===== src/rtl/core/ice_pkg.sv =====
// shared types, constants and codes of the isoline crossing extractor
`default_nettype none

package ice_pkg;

	localparam int MAX_COLUMNS_DEF   = 1024;
	localparam int MAX_ROWS_DEF      = 1024;
	localparam int FRACTION_BITS_DEF = 16;

	localparam int SAMPLE_W   = 16;
	localparam int SIZE_W     = 11;
	localparam int POS_W      = 26;
	localparam int NUM_W      = 20;
	localparam int KIND_W     = 2;
	localparam int CFG_IDX_W  = 2;
	localparam int CFG_DATA_W = 16;

	localparam logic [SAMPLE_W-1:0] LEVEL_RESET = 16'd32768;
	localparam logic [SIZE_W-1:0]   SIZE_RESET  = 11'd256;

	localparam int QUEUE_DEPTH = 4;
	localparam int QCNT_W      = $clog2(QUEUE_DEPTH + 1);
	localparam int QPTR_W      = $clog2(QUEUE_DEPTH);

	typedef enum logic [CFG_IDX_W-1:0] {
		REG_LEVEL   = 2'd0,
		REG_COLUMNS = 2'd1,
		REG_ROWS    = 2'd2
	} reg_idx_t;

	typedef enum logic [KIND_W-1:0] {
		KIND_CORNER = 2'd0,
		KIND_HORIZ  = 2'd1,
		KIND_VERT   = 2'd2
	} kind_t;

	typedef enum logic [1:0] {
		B_FETCH,
		B_DIV,
		B_PUT
	} back_state_t;

	typedef struct packed {
		kind_t               kind;
		logic [POS_W-1:0]    xbase;
		logic [POS_W-1:0]    zbase;
		logic [SAMPLE_W-1:0] num_mag;
		logic [SAMPLE_W-1:0] den_mag;
		logic [NUM_W-1:0]    point;
	} qentry_t;

	typedef struct packed {
		logic [QCNT_W-1:0] count;
		logic              empty;
	} qstat_t;

endpackage

`default_nettype wire


===== src/rtl/core/ice_queue.sv =====
// short queue of classified cells between front and back
`default_nettype none

module ice_queue (
	input  wire logic            clk,
	input  wire logic            arst_n,
	input  wire logic            push,
	input  wire ice_pkg::qentry_t push_entry,
	input  wire logic            pop,
	output ice_pkg::qentry_t     head,
	output ice_pkg::qstat_t      qstat
);

	import ice_pkg::*;

	qentry_t           slot_q [QUEUE_DEPTH];
	logic [QPTR_W-1:0] rd_ptr_q;
	logic [QPTR_W-1:0] wr_ptr_q;
	logic [QCNT_W-1:0] count_q;

	always_ff @(posedge clk or negedge arst_n) begin
		if (!arst_n) begin
			rd_ptr_q <= '0;
			wr_ptr_q <= '0;
			count_q  <= '0;
		end else begin
			if (push) begin
				wr_ptr_q <= (wr_ptr_q == QPTR_W'(QUEUE_DEPTH - 1)) ? '0 : wr_ptr_q + QPTR_W'(1);
			end
			if (pop) begin
				rd_ptr_q <= (rd_ptr_q == QPTR_W'(QUEUE_DEPTH - 1)) ? '0 : rd_ptr_q + QPTR_W'(1);
			end
			if (push && !pop) begin
				count_q <= count_q + QCNT_W'(1);
			end else if (pop && !push) begin
				count_q <= count_q - QCNT_W'(1);
			end
		end
	end

	always_ff @(posedge clk) begin
		if (push) begin
			slot_q[wr_ptr_q] <= push_entry;
		end
	end

	assign head        = slot_q[rd_ptr_q];
	assign qstat.count = count_q;
	assign qstat.empty = (count_q == '0);

	a_no_overflow: assert property (@(posedge clk) disable iff (!arst_n)
		push && !pop |-> count_q < QCNT_W'(QUEUE_DEPTH))
		else $error("queue push while full");
	a_no_underflow: assert property (@(posedge clk) disable iff (!arst_n)
		pop |-> count_q != '0)
		else $error("queue pop while empty");
	a_count_step: assert property (@(posedge clk) disable iff (!arst_n)
		push && pop |=> $stable(count_q))
		else $error("queue count moved on push and pop");

endmodule

`default_nettype wire


===== config.mk =====
export PLATFORM = sky130hd
export DESIGN_NAME = ice_queue
export DESIGN_NICKNAME = d
export VERILOG_FILES = /design/src/rtl/core/ice_pkg.sv /design/src/rtl/core/ice_queue.sv
export SDC_FILE = /design/constraint.sdc
export NUM_CORES = 1
export LEC_CHECK = 0
export ABC_AREA = 0
export BUFFER_PORTS_ARGS = -buffer_cell sky130_fd_sc_hd__buf_4
export CORE_MARGIN = 5
export CORE_UTILIZATION = 46
export CTS_BUF_LIST = sky130_fd_sc_hd__clkbuf_2 sky130_fd_sc_hd__clkbuf_4 sky130_fd_sc_hd__clkbuf_8
export CTS_CLUSTER_DIAMETER = 80
export DETAILED_ROUTE_END_ITERATION = 6
export GPL_TIMING_DRIVEN = 1
export MAX_ROUTING_LAYER = met4
export PLACE_DENSITY = 0.63
export SETUP_SLACK_MARGIN = 0.05
export SYNTH_ARGS = -nofsm -noshare
export SYNTH_HDL_FRONTEND = slang
export SYNTH_SLANG_ARGS = --single-unit

===== constraint.sdc =====
create_clock -name clk -period 4.5 [get_ports clk]
set_input_delay 0.9 -clock clk [delete_from_list [all_inputs] [get_ports clk]]
set_output_delay 0.9 -clock clk [all_outputs]
set_load 0.02 [all_outputs]

==> metrics <==
post-synth top area cell=edfxtp_1; clk_lat worst skew=approximately 560 ps; CTS root buf=clkbuf_8; Slew headroom=0.409; Hold WS=~170 ps; area grow syn2layout=22.8%; postcts setup bufs=0; pre-CTS setup slack=around 1500 ps; fin crit period=3490 ps; Fin. Hold Viols=0; post-route insts no fill=roughly 1400; Cell Rows=67; vias in the first global route=7803; core outline area=33600 µm²; die footprint=approximately 38000 µm²; TNS Setup=0 ps; Gate Count Post-Synth=590; initial core utilization=0.466; DRT Pass-1 Iters=4; CTS Buf Count=69; EDFF count, synth=about 420; Die H=195 µm; class of the worst hold path=in -> async; global route overflow=0; Tot GR Track Use=0.165; final setup margin=1010 ps; reg-to-reg startpoint=wr_ptr_q[0]; Max Cap Violations=0; placer congestion estimate=0.738; DR DRC count=0; wire length per cell=22.2 µm; WP data arrival=2590 ps; Peak VDD IR=0.000431 V; CP required=3600 ps; reg2reg path depth=4; Worst-Margin Slew=just under 900 ps; Crit. Startpoint=rd_ptr_q[0]; final setup violating endpoints=0; CTS Sinks=431; Die X=about 200 µm; RSZ-0062 raised after global routing=false; global-route wire length before repair=46300 µm; number of vias per cell=5.13; max incr delay on CP=between 700 and 800 ps; Tot Pwr=between 10 and 15 mW; clock-pin slew on the worst setup and hold paths=60 ps; Leak=6.59 nW; final net count=980; syn_area_per_cell=26.6 µm²; pin count of the biggest net entering global routing=60; cell breakdown of the critical path=buf_12 -> mux4_2 -> buf_4; CP Capture Type=output port; Gates resized, CTS repair=0; fin crit share=0.775; Clock Tree Buf Depth=3; Startpoint Class=flop; io pins=220; Vias=6983; Async SR Flop Fraction=0.0162; fmax=0.287 GHz; Slew Viols, Final=0; PwrDens=663 nW/µm²; detailed placer's ending HPWL=18700 µm; CP Max Fanout=50; Net Count, Synth=707; status=finished, final reports clean; ANT nets after route=0; placed instance count=1240; Post-synth top cells=edfxtp_1 (424), mux4_2 (106), buf_2 (13), dfrtp_1 (7); share of cells above drive strength 1=0.490; reg2reg end=slot_q[0][101]; Total Routed Length=30200 µm; WS Path Type=reg -> out; H-tree lvl count=3; CP max stage cell=dfrtp_4; initial antenna violation count=1; flops & latches, synth=431; worst reg-to-reg setup slack=2240 ps; synth unique cells=19; ys flop type=edfxtp_1; cell area after synthesis=around 16000 µm²; top-area cell type share of the netlist area=0.813; sequential cell area fraction in the yosys report=0.824; drt initial violations=362; skew final=17.8 ps; Yosys warnings=0; Synth area leaders=edfxtp_1 (81%), mux4_2 (15%), dfrtp_1 (1.1%); CTS tree=built; I/O Buffers=approximately 220; cell with the most instances after synthesis=edfxtp_1; hold buffer count at CTS=0
[worst max path at each step]
| stage | slack, ps | to | cells after the start |
|---|---|---|---|
| after floorplan | 680 | slot_q[2][0] | 1 |
| after global placement | 1520 | head[15] | 3 |
| after detailed placement | 1520 | head[20] | 3 |
| after CTS | 890 | head[20] | 3 |
| after global routing | 770 | head[40] | 3 |
| final | 1010 | head[15] | 3 |
[area by class of cell]
class	instances	area, µm²
Multi-Input combinational cell	131	2610
Timing Repair Buffer	226	1780
Clock inverter	20	135
Fill cell	2468	14400
Tap cell	448	561
Antenna cell	1	2.50
Clock buffer	99	1220
Inverter	4	15.0
Sequential cell	431	12900
[state kept, by name, summed over array words and instances, names as in the netlist]
register / flops
rd_ptr_q: 2
count_q: 3
wr_ptr_q: 2
slot_q: 424
[cells by family after synthesis]
kind of cell	count (synthesis)	synth area share
adder cells (fa/ha/maj)	7	0.00607
XOR/XNOR	3	0.00168
flip-flops	431	0.824
AND/OR/NAND/NOR	10	0.00311
AO/OA/AOI/OAI	2	0.000639
buffers and inverters	28	0.0101
multiplexers	109	0.155
[worst max-delay path: cells and delay by family, from the launching register on]
family	cells	cell delay, ps
buffers and inverters	2	570
flip-flops	1	770
multiplexers	1	600
[power breakdown]
group	switching (mW)	total [mW]	internal (mW)
Sequential	0.313	5.47	5.15
Combinational	2.17	4.07	1.90
Clock	1.38	3.22	1.85
[per-layer routing]
layer,up-vias,track usage,wire length (µm)
met5,-,-,0
met4,0,0.0461,393
met3,36,0.0478,1880
met2,190,0.282,16500
met1,3650,0.192,11500
li1,3107,-,-
[layout by cell type (no fill, tap or decap), types with 4 or more instances in the layout]
| cell type | count |
|---|---|
| clkinv_1 | 14 |
| buf_12 | 7 |
| and2_4 | 4 |
| mux4_2 | 106 |
| edfxtp_1 | 424 |
| clkbuf_8 | 76 |
| ha_1 | 6 |
| dfrtp_1 | 5 |
| buf_4 | 219 |
| clkbuf_4 | 23 |
| inv_1 | 4 |
[per-stage QoR]
step	utilization	area, µm²
after detailed placement	0.532	17900
after global routing	0.572	19200
after floorplan	-	15700
after CTS	0.572	19200
final	0.572	19200
after global placement	0.532	17900
Note: power is estimated with default switching activity, not from simulation.
