File: src/rtl/core/ice_pkg.sv
// shared types, constants and codes of the isoline crossing extractor
`default_nettype none

package ice_pkg;

	localparam int MAX_COLUMNS_DEF   = 1024;
	localparam int MAX_ROWS_DEF      = 1024;
	localparam int FRACTION_BITS_DEF = 16;

	localparam int SAMPLE_W   = 16;
	localparam int SIZE_W     = 11;
	localparam int POS_W      = 26;
	localparam int NUM_W      = 20;
	localparam int KIND_W     = 2;
	localparam int CFG_IDX_W  = 2;
	localparam int CFG_DATA_W = 16;

	localparam logic [SAMPLE_W-1:0] LEVEL_RESET = 16'd32768;
	localparam logic [SIZE_W-1:0]   SIZE_RESET  = 11'd256;

	localparam int QUEUE_DEPTH = 4;
	localparam int QCNT_W      = $clog2(QUEUE_DEPTH + 1);
	localparam int QPTR_W      = $clog2(QUEUE_DEPTH);

	typedef enum logic [CFG_IDX_W-1:0] {
		REG_LEVEL   = 2'd0,
		REG_COLUMNS = 2'd1,
		REG_ROWS    = 2'd2
	} reg_idx_t;

	typedef enum logic [KIND_W-1:0] {
		KIND_CORNER = 2'd0,
		KIND_HORIZ  = 2'd1,
		KIND_VERT   = 2'd2
	} kind_t;

	typedef enum logic [1:0] {
		B_FETCH,
		B_DIV,
		B_PUT
	} back_state_t;

	typedef struct packed {
		kind_t               kind;
		logic [POS_W-1:0]    xbase;
		logic [POS_W-1:0]    zbase;
		logic [SAMPLE_W-1:0] num_mag;
		logic [SAMPLE_W-1:0] den_mag;
		logic [NUM_W-1:0]    point;
	} qentry_t;

	typedef struct packed {
		logic [QCNT_W-1:0] count;
		logic              empty;
	} qstat_t;

endpackage

`default_nettype wire

File: src/rtl/core/ice_back.sv
// back end: bit-serial fraction divider and output register
`default_nettype none

module ice_back #(
	parameter int FRACTION_BITS = ice_pkg::FRACTION_BITS_DEF
) (
	input  wire logic                       clk,
	input  wire logic                       arst_n,
	input  wire ice_pkg::qentry_t           head,
	input  wire ice_pkg::qstat_t            qstat,
	output logic                            pop,
	output logic                            m_tvalid,
	input  wire logic                       m_tready,
	// x_position [25:0], z_position [51:26], point_number [71:52]
	output logic [71:0]                     m_tdata,
	// crossing_kind [1:0]
	output logic [ice_pkg::KIND_W-1:0]      m_tuser
);

	import ice_pkg::*;

	localparam int SW = $clog2(FRACTION_BITS);

	back_state_t              state_q;
	back_state_t              state_d;
	qentry_t                  work_q;
	logic [SAMPLE_W:0]        rem_q;
	logic [SAMPLE_W:0]        rem_sh;
	logic [FRACTION_BITS-1:0] quot_q;
	logic [SW-1:0]            step_q;
	logic                     load;
	logic                     out_free;

	logic                     out_valid_q;
	logic [POS_W-1:0]         x_q;
	logic [POS_W-1:0]         z_q;
	logic [NUM_W-1:0]         pt_q;
	kind_t                    kind_q;

	assign out_free = !out_valid_q || m_tready;
	assign rem_sh   = {rem_q[SAMPLE_W-1:0], 1'b0};

	always_comb begin
		state_d = state_q;
		pop     = 1'b0;
		load    = 1'b0;
		case (state_q)
			B_FETCH: begin
				if (!qstat.empty) begin
					pop     = 1'b1;
					state_d = (head.kind == KIND_CORNER) ? B_PUT : B_DIV;
				end
			end
			B_DIV: begin
				if (step_q == '0) begin
					state_d = B_PUT;
				end
			end
			B_PUT: begin
				if (out_free) begin
					load    = 1'b1;
					state_d = B_FETCH;
				end
			end
			default: begin
				state_d = B_FETCH;
			end
		endcase
	end

	always_ff @(posedge clk or negedge arst_n) begin
		if (!arst_n) begin
			state_q <= B_FETCH;
		end else begin
			state_q <= state_d;
		end
	end

	always_ff @(posedge clk) begin
		if (pop) begin
			work_q <= head;
			rem_q  <= {1'b0, head.num_mag};
			quot_q <= '0;
			step_q <= SW'(FRACTION_BITS - 1);
		end else if (state_q == B_DIV) begin
			step_q <= step_q - SW'(1);
			if (rem_sh >= {1'b0, work_q.den_mag}) begin
				rem_q  <= rem_sh - {1'b0, work_q.den_mag};
				quot_q <= {quot_q[FRACTION_BITS-2:0], 1'b1};
			end else begin
				rem_q  <= rem_sh;
				quot_q <= {quot_q[FRACTION_BITS-2:0], 1'b0};
			end
		end
	end

	always_ff @(posedge clk or negedge arst_n) begin
		if (!arst_n) begin
			out_valid_q <= 1'b0;
		end else if (load) begin
			out_valid_q <= 1'b1;
		end else if (m_tready) begin
			out_valid_q <= 1'b0;
		end
	end

	always_ff @(posedge clk) begin
		if (load) begin
			x_q    <= work_q.xbase + ((work_q.kind == KIND_HORIZ) ? POS_W'(quot_q) : '0);
			z_q    <= work_q.zbase + ((work_q.kind == KIND_VERT) ? POS_W'(quot_q) : '0);
			pt_q   <= work_q.point;
			kind_q <= work_q.kind;
		end
	end

	assign m_tvalid = out_valid_q;
	assign m_tdata  = {pt_q, z_q, x_q};
	assign m_tuser  = kind_q;

	a_div_kind: assert property (@(posedge clk) disable iff (!arst_n)
		state_q == B_DIV |-> work_q.kind != KIND_CORNER)
		else $error("divider running on a corner point");
	a_div_rem: assert property (@(posedge clk) disable iff (!arst_n)
		state_q == B_DIV |-> rem_q < {1'b0, work_q.den_mag})
		else $error("divider remainder out of range");
	a_load_once: assert property (@(posedge clk) disable iff (!arst_n)
		load |=> state_q == B_FETCH && out_valid_q)
		else $error("result load did not return to fetch");

endmodule

`default_nettype wire

File: config.mk
export PLATFORM = sky130hd
export DESIGN_NAME = ice_back
export DESIGN_NICKNAME = d
export VERILOG_FILES = /design/src/rtl/core/ice_pkg.sv /design/src/rtl/core/ice_back.sv
export SDC_FILE = /design/constraint.sdc
export NUM_CORES = 1
export LEC_CHECK = 0
export BUFFER_PORTS_ARGS = -buffer_cell sky130_fd_sc_hd__buf_2
export CAP_MARGIN = 0
export CORE_UTILIZATION = 55
export CTS_CLUSTER_DIAMETER = 80
export DETAILED_ROUTE_END_ITERATION = 12
export PLACE_DENSITY = 0.83
export SETUP_SLACK_MARGIN = 0.3
export SLEW_MARGIN = 10
export SYNTH_ARGS = -nofsm -noshare
export SYNTH_HDL_FRONTEND = slang
export SYNTH_SLANG_ARGS = --single-unit
File: constraint.sdc
create_clock -name clk -period 8.2 [get_ports clk]
set_input_delay 0.82 -clock clk [delete_from_list [all_inputs] [get_ports clk]]
set_output_delay 0.82 -clock clk [all_outputs]
set_load 0.1 [all_outputs]
==> results.json <==
{
  "port-buffer-count": 185,
  "yosysTopAreaCellShare": 0.564,
  "crit_fanout": 16,
  "status": "complete, no violations",
  "slew_headroom": 0.368,
  "syn_avg_cell_area_um2": 12.6,
  "regArea_um2": 5880,
  "cts.repair.resized": 0,
  "clock-sinks": 203,
  "peakVddDrop_mv": 0.245,
  "yosysWarnings": 0,
  "hp-class": "input pin to async pin",
  "maxCapViolations": 0,
  "end_kind": "flop",
  "layout_commonest_cell": "buf_2",
  "critPathRequiredTime_ps": 8450,
  "crit_type": "flop to flop",
  "fillCellCount": 1230,
  "start_kind": "flop",
  "ctsHoldBuffers": 0,
  "cts_max_path_buffers": 3,
  "die_area_um2": 18000,
  "met1_length_mm": 7.74,
  "synth_cell_types": 66,
  "syn_nets": 924,
  "synth-seq-area-share": 0.613,
  "synth_simple_gate_area_frac": 0.124,
  "clk_latency_ps": 500,
  "synth_top_family_by_area": "simple AND/OR/NAND/NOR gates",
  "grt_usage": 0.211,
  "dr_total_vias": 6509,
  "whs_ps": 113,
  "row_count": 47,
  "die_w_um": 134,
  "fin_area_um2": 11600,
  "nets": 1122,
  "synth_area_leader_cell": "edfxtp_1",
  "synth_fa_ha_area_frac": 0.0702,
  "gp_congestion": 0.865,
  "die_height_um": 134,
  "clockRootBuffer": "clkbuf_16",
  "reg2regPathDepth": 12,
  "cts_tree": "yes",
  "drc": 0,
  "async_flop_share": 0.0148,
  "top_layer": "met4",
  "netlist_area_um2": 9590,
  "most-common-layout-cells": "buf_2 (185), edfxtp_1 (180), nand2_1 (60)",
  "synth_cells": 759,
  "rsz0062_at_grt": "no",
  "vias_per_cell": 5.46,
  "setup_viol": 0,
  "design.core.area_um2": 16800,
  "start_util": 0.570,
  "finalCritPeriodShare": 0.448,
  "postCtsSetupBuffers": 0,
  "dp_hpwl_mm": 12.9,
  "grt_overflow": 0,
  "grt_first_pass_wirelength_mm": 30.2,
  "synth-edff-count": 180,
  "fin_ws_ps": 4530,
  "diodes": 0,
  "synth_ff_type": "edfxtp_1",
  "grt_max_degree": 75,
  "antenna_found_initial": 0,
  "finalSetupTns_ps": 0,
  "boundaryPins": 189,
  "synth.ff_latch_count": 203,
  "grt_pass1_vias": 6317,
  "drive_above_1_share": 0.252,
  "critPathArrivalTime_ps": 3920,
  "multi_input_area_um2": 3520,
  "finalHoldViolCount": 0,
  "dr.pass1.iters": 5,
  "area_growth_syn_to_layout_pct": 20.6,
  "p_leak_nw": 4.86,
  "pre_cts_slack_ps": 4550,
  "fin_skew_ps": 11.5,
  "routed-wl-met3_mm": 1.05,
  "synthTopCellsByArea": "edfxtp_1 (56%), ha_1 (6.4%), dfxtp_1 (4.2%)",
  "met2WireLength_mm": 9.46,
  "synth_compound_area_frac": 0.110,
  "max_slew.worst_pin.slew_ps": 948,
  "numCtsBuffers": 22,
  "fmax_ghz": 0.272,
  "antenna_left": 0,
  "muxShareOfSynthArea": 0.00940,
  "period_minus_slack_ps": 3670,
  "cts.reportedPaths.clkPinSlew_ps": 60,
  "power_density_nw_per_um2": 389,
  "slew_viol_final": 0,
  "wl_per_cell_um": 15.7,
  "yosys.area_share.xor_xnor": 0.0521,
  "drt-initial-drc-count": 265,
  "wl_mm": 18.7,
  "place_area_um2": 10800,
  "htree_levels": 1
}
-- path summary, 6_finish.rpt --
path                        startpoint  slack [ps]    endpoint
setup / recovery           work_q[105]        4530     x_q[24]
min in group clk            work_q[17]         420    pt_q[17]
hold reg to reg             work_q[17]         420    pt_q[17]
setup reg to reg           work_q[105]        4530     x_q[24]
hold / removal                  arst_n         110    m_tvalid
max in group asynchronous       arst_n        7980  state_q[1]
-- per-layer routing --
layer	track usage	vias up
met3	0.0310	45
met5	0	-
met1	0.266	3044
met2	0.373	221
li1	-	3199
met4	0.0730	0
-- cells in the mapped netlist (2+ instances only) --
library cell	number
nand3_2	4
nor4b_1	3
or3_1	4
o21ai_0	29
dfrtp_1	3
fa_1	3
nor2_1	47
a31oi_1	7
and2_1	31
xor2_1	18
nand2_1	60
a211oi_1	6
ha_1	49
nor3b_1	3
edfxtp_1	180
o21a_1	9
o31ai_1	2
a21o_1	19
a21oi_1	49
nand2b_1	18
a31o_2	2
mux2i_1	9
clkbuf_1	12
nand3_1	27
nand4_1	7
xnor2_1	39
o21bai_1	4
o311ai_0	2
inv_1	33
o41ai_1	2
nor3_1	7
nor2b_1	8
o311a_1	2
dfxtp_1	20
and3_1	8
o211ai_1	3
-- stage by stage --
stage          std cells  power, mW  utilization
3_5_place_dp        1153       3.43        0.640
5_1_grt             1193       4.72        0.688
2_1_floorplan        759       3.12            -
3_3_place_gp        1153       3.39        0.640
4_1_cts             1193       4.52        0.688
6_report            1193       4.50        0.688
-- cell families after synthesis --
logic type | count (synthesis)
multiplexers | 9
AND/OR/NAND/NOR | 234
AO/OA/AOI/OAI | 155
adder cells (fa/ha/maj) | 52
XOR/XNOR | 57
buffers and inverters | 49
flip-flops | 203
-- layout make-up --
type | instances | area share
repair buffers | 189 | 0.0827
clock buffers | 24 | 0.0483
multi-input cells | 507 | 0.304
flip-flops and latches | 203 | 0.509
well taps | 220 | 0.0238
clock inverters | 16 | 0.0211
inverters | 34 | 0.0113
-- power by group --
| part | internal (mW) | switching, mW | total, mW |
|---|---|---|---|
| clock network | 0.683 | 0.393 | 1.08 |
| logic | 0.491 | 1.30 | 1.79 |
| registers | 1.51 | 0.119 | 1.63 |
-- state kept, by name (all words and copies together) (netlist names) --
| name | count |
|---|---|
| m_tvalid | 1 |
| step_q | 4 |
| pt_q | 20 |
| rem_q | 16 |
| x_q | 26 |
| state_q | 2 |
| quot_q | 16 |
| z_q | 26 |
| m_tuser | 2 |
| work_q | 90 |
-- worst max-delay path, cell delays in order, from the launching register on --
cell,delay (ps)
edfxtp_1,420
nor2b_1,730
and2_1,250
ha_1,170
inv_1,50
fa_1,450
nor2b_4,160
o31a_4,160
o32ai_4,110
o32ai_2,380
a41o_4,320
nand3_2,90
xnor2_1,130
Note: power is estimated with default switching activity, not from simulation.
